===== src/rtl/pba_pkg.sv =====
// shared types and constants of the port bitmap allocator
`default_nettype none

package pba_pkg;

  // table geometry
  localparam int NUM_PORTS = 1024;
  localparam int PORT_W    = 10;
  localparam int WORD_W    = 64;
  localparam int BIT_W     = $clog2(WORD_W);
  localparam int NUM_ROWS  = NUM_PORTS / WORD_W;
  localparam int ROW_W     = $clog2(NUM_ROWS);
  localparam int CFG_IDX_W = 2;

  // request kinds
  typedef enum logic [1:0] {
    OP_ALLOC   = 2'd0,
    OP_FREE    = 2'd1,
    OP_RESERVE = 2'd2,
    OP_QUERY   = 2'd3
  } op_t;

  // result status codes
  typedef enum logic [1:0] {
    STAT_OK        = 2'd0,
    STAT_RANGE     = 2'd1,
    STAT_OCCUPIED  = 2'd2,
    STAT_NONE_FREE = 2'd3
  } status_t;

  // configuration register indexes
  typedef enum logic [CFG_IDX_W-1:0] {
    CFG_DYN_LOW  = 2'd0,
    CFG_DYN_HIGH = 2'd1
  } cfg_idx_t;

  // sequencer states
  typedef enum logic [1:0] {
    S_IDLE,
    S_PORT,
    S_SCAN,
    S_DONE
  } pba_state_t;

endpackage

`default_nettype wire


===== src/rtl/port_bitmap_allocator_top.sv =====
// port bitmap allocator: used/free table in a word-wide memory with a scan sequencer
//
// Input channel (in_valid/in_stall, in_op, in_port_num) takes one request at a time;
// in_stall is high while a request is being worked on. Result channel (out_valid/
// out_stall, out_port_out, out_status, out_is_used) gives one result per request from
// an output register, so a new request is taken while the last result still waits.
// Config channel (cfg_valid/cfg_ready, cfg_index, cfg_data) writes dyn_low (index 0)
// and dyn_high (index 1); cfg_ready is always high, other indexes are dropped.
// The table is 16 words of 64 marks in a memory with a registered read.
// Free, reserve and query pass through S_PORT (modify and write back), then S_DONE,
// which loads the output register. Allocate scans from the word holding dyn_low to
// the one holding the granted port or dyn_high, one word per cycle, then loads the
// output register from S_DONE. An empty range (dyn_low above dyn_high) goes straight
// to S_DONE with no scan. The next request can be accepted in the cycle the previous
// result appears.
// Reset clears 16 per-word valid flags, so the whole table reads free at once with
// no clearing pass, and sets dyn_low to 512 and dyn_high to 1023.
// A stalled receiver holds the result register; a further finished result then
// waits in the sequencer, which stops taking requests until the register drains.
`default_nettype none

module port_bitmap_allocator_top
  import pba_pkg::*;
(
  input  wire logic                 clk,
  input  wire logic                 rst_n,
  // request channel
  input  wire logic                 in_valid,
  output logic                      in_stall,
  input  wire logic [1:0]           in_op,
  input  wire logic [PORT_W-1:0]    in_port_num,
  // result channel
  output logic                      out_valid,
  input  wire logic                 out_stall,
  output logic [PORT_W-1:0]         out_port_out,
  output logic [1:0]                out_status,
  output logic                      out_is_used,
  // configuration channel
  input  wire logic                 cfg_valid,
  output logic                      cfg_ready,
  input  wire logic [CFG_IDX_W-1:0] cfg_index,
  input  wire logic [PORT_W-1:0]    cfg_data
);

  localparam logic [PORT_W:0]  NUM_PORTS_C = (PORT_W+1)'(NUM_PORTS);
  localparam logic [BIT_W-1:0] TOP_BIT     = BIT_W'(WORD_W-1);

  // control state
  pba_state_t           state_r, state_nxt;
  logic [NUM_ROWS-1:0]  row_valid_r, row_valid_nxt;
  logic                 out_valid_r, out_valid_nxt;
  logic [PORT_W-1:0]    dyn_low_r, dyn_high_r;

  // working registers
  op_t                  op_r, op_nxt;
  logic [PORT_W-1:0]    port_r, port_nxt;
  logic [ROW_W-1:0]     row_r, row_nxt;
  logic [PORT_W-1:0]    res_port_r, res_port_nxt;
  status_t              res_status_r, res_status_nxt;
  logic                 res_used_r, res_used_nxt;
  logic [PORT_W-1:0]    out_port_r;
  status_t              out_status_r;
  logic                 out_used_r;

  // memory
  logic [WORD_W-1:0]    map_mem [NUM_ROWS];
  logic [WORD_W-1:0]    mem_rdata_r;
  logic                 rd_valid_r;
  logic                 mem_we;
  logic [ROW_W-1:0]     mem_waddr, mem_raddr;
  logic [WORD_W-1:0]    mem_wdata;

  // datapath
  logic [WORD_W-1:0]    rd_word;
  logic [ROW_W-1:0]     lo_row, hi_row;
  logic [WORD_W-1:0]    lo_mask, hi_mask, zero_mask, cand;
  logic                 found;
  logic [BIT_W-1:0]     found_idx;
  logic [WORD_W-1:0]    port_oh, found_oh;
  logic                 bit_used, port_bad, out_load;
  op_t                  in_op_t;

  assign in_op_t = op_t'(in_op);
  assign lo_row  = dyn_low_r[PORT_W-1:BIT_W];
  assign hi_row  = dyn_high_r[PORT_W-1:BIT_W];

  // a word never written since reset reads as all free
  assign rd_word = rd_valid_r ? mem_rdata_r : '0;

  // candidate marks of the word under scan, limited to the dynamic range, port 0 excluded
  always_comb begin
    lo_mask   = (row_r == lo_row) ? ({WORD_W{1'b1}} << dyn_low_r[BIT_W-1:0])
                                  : {WORD_W{1'b1}};
    hi_mask   = (row_r == hi_row) ? ({WORD_W{1'b1}} >> (TOP_BIT - dyn_high_r[BIT_W-1:0]))
                                  : {WORD_W{1'b1}};
    zero_mask = (row_r == '0) ? ~WORD_W'(1) : {WORD_W{1'b1}};
    cand      = ~rd_word & lo_mask & hi_mask & zero_mask;
  end

  // lowest free candidate
  always_comb begin
    found     = 1'b0;
    found_idx = '0;
    for (int i = WORD_W - 1; i >= 0; i--) begin
      if (cand[i]) begin
        found     = 1'b1;
        found_idx = BIT_W'(i);
      end
    end
  end

  assign found_oh = WORD_W'(1) << found_idx;
  assign port_oh  = WORD_W'(1) << port_r[BIT_W-1:0];
  assign bit_used = rd_word[port_r[BIT_W-1:0]];
  assign port_bad = ({1'b0, port_r} >= NUM_PORTS_C) ||
                    ((port_r == '0) && (op_r != OP_QUERY));

  assign out_load = (state_r == S_DONE) && (!out_valid_r || !out_stall);

  // sequencer: next state, memory access and result
  always_comb begin
    state_nxt      = state_r;
    op_nxt         = op_r;
    port_nxt       = port_r;
    row_nxt        = row_r;
    res_port_nxt   = res_port_r;
    res_status_nxt = res_status_r;
    res_used_nxt   = res_used_r;
    row_valid_nxt  = row_valid_r;
    mem_we         = 1'b0;
    mem_waddr      = row_r;
    mem_wdata      = rd_word;
    mem_raddr      = row_r;
    in_stall       = (state_r != S_IDLE);

    case (state_r)
      S_IDLE: begin
        mem_raddr = (in_op_t == OP_ALLOC) ? lo_row : in_port_num[PORT_W-1:BIT_W];
        if (in_valid) begin
          op_nxt   = in_op_t;
          port_nxt = in_port_num;
          row_nxt  = mem_raddr;
          if (in_op_t == OP_ALLOC) begin
            if (dyn_low_r > dyn_high_r) begin
              res_port_nxt   = '0;
              res_status_nxt = STAT_NONE_FREE;
              res_used_nxt   = 1'b0;
              state_nxt      = S_DONE;
            end else begin
              state_nxt = S_SCAN;
            end
          end else begin
            state_nxt = S_PORT;
          end
        end
      end

      S_PORT: begin
        res_port_nxt = '0;
        res_used_nxt = port_bad ? 1'b0 : bit_used;
        if (port_bad) begin
          res_status_nxt = STAT_RANGE;
        end else if ((op_r == OP_RESERVE) && bit_used) begin
          res_status_nxt = STAT_OCCUPIED;
        end else begin
          res_status_nxt = STAT_OK;
        end
        if (!port_bad && (op_r == OP_FREE)) begin
          mem_we    = 1'b1;
          mem_wdata = rd_word & ~port_oh;
        end else if (!port_bad && (op_r == OP_RESERVE) && !bit_used) begin
          mem_we    = 1'b1;
          mem_wdata = rd_word | port_oh;
        end
        if (mem_we) begin
          row_valid_nxt[row_r] = 1'b1;
        end
        state_nxt = S_DONE;
      end

      S_SCAN: begin
        // fetch the following word in case this one has no free mark
        mem_raddr    = row_r + ROW_W'(1);
        res_used_nxt = 1'b0;
        if (found) begin
          mem_we               = 1'b1;
          mem_wdata            = rd_word | found_oh;
          row_valid_nxt[row_r] = 1'b1;
          res_port_nxt         = {row_r, found_idx};
          res_status_nxt       = STAT_OK;
          state_nxt            = S_DONE;
        end else if (row_r == hi_row) begin
          res_port_nxt   = '0;
          res_status_nxt = STAT_NONE_FREE;
          state_nxt      = S_DONE;
        end else begin
          row_nxt = mem_raddr;
        end
      end

      S_DONE: begin
        if (out_load) begin
          state_nxt = S_IDLE;
        end
      end

      default: begin
        state_nxt = S_IDLE;
      end
    endcase
  end

  // result register handshake
  always_comb begin
    out_valid_nxt = out_valid_r;
    if (out_load) begin
      out_valid_nxt = 1'b1;
    end else if (!out_stall) begin
      out_valid_nxt = 1'b0;
    end
  end

  // control registers
  always_ff @(posedge clk) begin
    if (!rst_n) begin
      state_r     <= S_IDLE;
      row_valid_r <= '0;
      out_valid_r <= 1'b0;
      dyn_low_r   <= PORT_W'(512);
      dyn_high_r  <= PORT_W'(1023);
    end else begin
      state_r     <= state_nxt;
      row_valid_r <= row_valid_nxt;
      out_valid_r <= out_valid_nxt;
      if (cfg_valid && cfg_ready) begin
        case (cfg_index)
          CFG_DYN_LOW:  dyn_low_r  <= cfg_data;
          CFG_DYN_HIGH: dyn_high_r <= cfg_data;
          default: ;
        endcase
      end
    end
  end

  // payload registers
  always_ff @(posedge clk) begin
    op_r         <= op_nxt;
    port_r       <= port_nxt;
    row_r        <= row_nxt;
    res_port_r   <= res_port_nxt;
    res_status_r <= res_status_nxt;
    res_used_r   <= res_used_nxt;
    rd_valid_r   <= row_valid_r[mem_raddr];
    if (out_load) begin
      out_port_r   <= res_port_r;
      out_status_r <= res_status_r;
      out_used_r   <= res_used_r;
    end
  end

  // bitmap memory, at most one word written and one read each cycle
  always_ff @(posedge clk) begin
    if (mem_we) begin
      map_mem[mem_waddr] <= mem_wdata;
    end
    mem_rdata_r <= map_mem[mem_raddr];
  end

  assign cfg_ready    = 1'b1;
  assign out_valid    = out_valid_r;
  assign out_port_out = out_port_r;
  assign out_status   = out_status_r;
  assign out_is_used  = out_used_r;

endmodule

`default_nettype wire


===== config.mk =====
export PLATFORM = sky130hd
export DESIGN_NAME = port_bitmap_allocator_top
export DESIGN_NICKNAME = d
export VERILOG_FILES = /design/src/rtl/pba_pkg.sv /design/src/rtl/port_bitmap_allocator_top.sv
export SDC_FILE = /design/constraint.sdc
export NUM_CORES = 2
export LEC_CHECK = 0
export ABC_AREA = 1
export BUFFER_PORTS_ARGS = -buffer_cell sky130_fd_sc_hd__buf_2
export CORE_ASPECT_RATIO = 2
export CORE_UTILIZATION = 35
export DETAILED_ROUTE_END_ITERATION = 8
export HOLD_SLACK_MARGIN = 0.1
export SETUP_SLACK_MARGIN = 0.2
export SLEW_MARGIN = 20
export SYNTH_ARGS = -nofsm -noshare
export SYNTH_HDL_FRONTEND = slang
export SYNTH_SLANG_ARGS = --single-unit

===== constraint.sdc =====
create_clock -name clk -period 16.5 [get_ports clk]
set_input_delay 3.3 -clock clk [delete_from_list [all_inputs] [get_ports clk]]
set_output_delay 3.3 -clock clk [all_outputs]
set_load 0.05 [all_outputs]

==> out/summary.json <==
{
  "run_status": "finished, violations left",
  "violated_checks": "design-rule violations",
  "critPathRequiredTime_ns": 16.82,
  "place.detailed.hpwl_mm": 97.2,
  "netlist_top_cells_area": "sky130_fd_sc_hd__edfxtp_1 62%, sky130_fd_sc_hd__mux2i_1 7.8%, sky130_fd_sc_hd__nand2_1 5.5%, sky130_fd_sc_hd__dfxtp_1 4.0%, sky130_fd_sc_hd__mux2_2 2.3%",
  "layout_worst_path_cycle_share_pct": 50.7,
  "yosysMostFrequentCell": "sky130_fd_sc_hd__edfxtp_1",
  "end_kind": "flip-flop",
  "post_cts_repair_resize_count": 0,
  "ys.flop_type": "sky130_fd_sc_hd__edfxtp_1",
  "drv.max_cap_violation_count": 0,
  "finalHoldViolCount": 0,
  "pwr-share-seq_pct": 36.7,
  "clock_sinks": 1170,
  "critical_setup_path_kind": "reg2reg",
  "area_growth_pct": 11.4,
  "route.final.wire_length_mm": 158,
  "clockRootBuffer": "sky130_fd_sc_hd__clkbuf_16",
  "cts-hold-fix-buffers": 0,
  "port_buffers": 43,
  "cellInternalPower_mw": 7.16,
  "ios": 45,
  "design_area_sq_um": 57800,
  "synth_enable_flop_cells": 1066,
  "critPathLaunchType": "flip-flop",
  "cts-buffers-inserted": 92,
  "tightest_slew_ns": 1.24,
  "power_frac_comb_pct": 44.0,
  "detail_route.first_pass.iterations": 9,
  "via_count_of_the_first_global_routing_pass": 34616,
  "clk_path_buf_depth": 3,
  "placement_rows": 199,
  "power_share_of_the_clock_group_pct": 19.3,
  "critical-path-top-cell-by-count": "sky130_fd_sc_hd__nand2_1",
  "synth.top_cells.by_count": "1,066 x sky130_fd_sc_hd__edfxtp_1, 766 x sky130_fd_sc_hd__nand2_1, 407 x sky130_fd_sc_hd__mux2i_1",
  "fin_worst_hold_slack_ns": 0.425,
  "swShare_pct": 40.8,
  "grt_pass1_wl_mm": 230,
  "gp_congestion": 1.05,
  "detailroute.via_count": 34859,
  "powerDensity_nw_per_um2": 209,
  "post-cts-setup-buffer-count": 0,
  "unrepaired_setup_endpoints_after_global_routing": "false",
  "grt_remaining_overflow": 0,
  "dieArea_sq_um": 150000,
  "clk-insertion-delay-late_ns": 0.71,
  "timing.setup.tns_ns": 0,
  "finalWorstPathRequiredPeriod_ns": 8.36,
  "critical-path-max-stage-delay_ns": 0.96,
  "clock.fmax_ghz": 0.120,
  "crit_fanout": 23,
  "wl_met3_mm": 7.44,
  "yosysSeqAreaShare_pct": 65.7,
  "fin_util_pct": 39.3,
  "yosys_warnings": 0,
  "worstSetupPathDepth": 40,
  "routed_via_density": 5.57,
  "wirelength_met1_mm": 58.2,
  "tritoncts": "done",
  "initial_core_util_pct": 35.3,
  "path_clk_slew_ns": 0.07,
  "grtUsageTotal_pct": 20.8,
  "slew_violations": 0,
  "worst_r2r_path_depth": 40,
  "grt_max_degree": 134,
  "synth_area_per_cell_sq_um": 12.2,
  "detail_route.drc_violations": 12,
  "dominant_cell_type_by_area_after_synthesis": "sky130_fd_sc_hd__edfxtp_1",
  "worst_path_dominant_cell_family": "simple AND/OR/NAND/NOR gates",
  "ys_seq_elements": 1170,
  "synthCells": 4272,
  "worstPathBufferInverterCount": 3,
  "layout.nets": 4311,
  "chipHeight_microns": 547,
  "route.met2.wl_mm": 82.2,
  "placed_cell_area_sq_um": 54500,
  "irDropWorstVdd_v": 0.000143,
  "switchingPower_mw": 4.94,
  "net_count_synth": 4320,
  "synth_top_cell_area_share_pct": 61.7,
  "antenna_found_initial": 4,
  "fraction_of_synthesis_flops_using_an_asynchronous_set_or_reset_pin_pct": 0,
  "maxUsedRoutingLayer": "met5",
  "floorplan.die.width_microns": 274,
  "leakage_nw": 20.5,
  "floorplan.core_area_sq_um": 147000,
  "worst_clock_skew_ns": 0.0419,
  "fill_cells": 13886,
  "holdCritPathClass": "reg2reg",
  "worst_hold_path.num_cells": 0,
  "number_of_distinct_standard_cells_referenced_by_the_synthesized_netlist": 57,
  "cp.arrival_ns": 8.68,
  "setup_viol": 0,
  "cts_htree_levels": 3,
  "layout-drive-gt1-share_pct": 12.2,
  "post_route_antenna_net_violation_count": 0,
  "drtIter0Drc": 3116,
  "slew_headroom_pct": 16.4,
  "detail_route.wl_per_cell_microns": 25.3,
  "post_synth_instance_area_sq_um": 51900,
  "critPathSlowestCell": "sky130_fd_sc_hd__nor3_1"
}
## path summary, 6_finish.rpt
check,slack [ns],startpoint,to
worst max register to register,8.14,mem_waddr[3]$_DFFE_PP_,map_mem[13][23]$_DFFE_PP_
worst min register to register,0.42,res_status_r[1]$_DFFE_PP_,out_status[1]$_DFFE_PP_
worst max-delay path,8.14,mem_waddr[3]$_DFFE_PP_,map_mem[13][23]$_DFFE_PP_
worst min-delay path,0.42,res_status_r[1]$_DFFE_PP_,out_status[1]$_DFFE_PP_
## per-layer routing
layer | global-route usage [%] | up-vias
met4 | 12.6 | 4
met2 | 37.6 | 1193
met5 | 0 | -
li1 | - | 15640
met1 | 23.0 | 17590
met3 | 2.67 | 432
## cell type report
class / instances / area, sq um / area share (%)
sequential: 1170 / 34100 / 59.0
multi-input combinational: 2612 / 16100 / 27.9
clock buffer: 128 / 2550 / 4.41
tap: 1909 / 2390 / 4.13
timing repair buffer: 167 / 1190 / 2.05
inverter: 220 / 842 / 1.46
clock inverter: 46 / 642 / 1.11
antenna: 1 / 2.50 / 0.00433
## power groups by stage
| stage | sequential (mW) | clock (mW) | combinational (mW) |
|---|---|---|---|
| floorplan | 4.45 | 0 | 3.46 |
| global placement | 4.52 | 0 | 5.16 |
| detailed placement | 4.52 | 0 | 5.25 |
| CTS | 4.46 | 2.38 | 5.26 |
| global route | 4.46 | 2.48 | 5.73 |
| finish | 4.44 | 2.33 | 5.32 |
## placed cells by master (no fill, tap or decap), drive strengths merged, types with 32 or more instances in the layout
master  count
a22oi      39
mux2i     407
dfxtp     104
clkbuf    136
nand2     777
clkinv     32
a311oi     64
nor3       44
buf       159
a21oi     200
o211ai     91
a31oi      79
nand4      35
a211oi     84
o21ai     122
nor2      295
inv       219
edfxtp   1066
mux2      105
nand3     177
## logic make-up after synthesis
| family | synth area share (%) |
|---|---|
| simple gates | 10.8 |
| flops | 65.7 |
| compound gates | 9.24 |
| mux | 10.1 |
| buf+inv | 3.69 |
| fa+ha+maj | 0.458 |
| other cells | 0.00722 |
## worst register-to-register path: cells and delay by family, from the launching register on
family	cells	cell delay, ns
compound gates	8	2.26
buf+inv	3	0.65
simple gates	29	4.33
flops	1	0.72
## per-stage QoR
stage	setup WS, ns	instances	power, mW
5_1_grt	7.83	6253	12.7
6_report	8.14	6253	12.1
2_1_floorplan	8.42	4272	7.91
3_3_place_gp	8.34	6063	9.68
4_1_cts	8.66	6242	12.1
3_5_place_dp	8.25	6068	9.77
## registers in the layout (all words and copies together), names as in the netlist
| register | count |
|---|---|
| out_port_out | 10 |
| res_used_r | 1 |
| dyn_high_r | 10 |
| mem_rdata_r | 64 |
| out_status | 2 |
| row_valid_r | 16 |
| res_port_r | 10 |
| dyn_low_r | 10 |
| map_mem | 1024 |
| port_r | 10 |
| rd_valid_r | 1 |
| out_is_used | 1 |
| op_r | 2 |
| mem_waddr | 4 |
| state_r | 2 |
| res_status_r | 2 |
| out_valid | 1 |
Note: power is estimated with default switching activity, not from simulation.
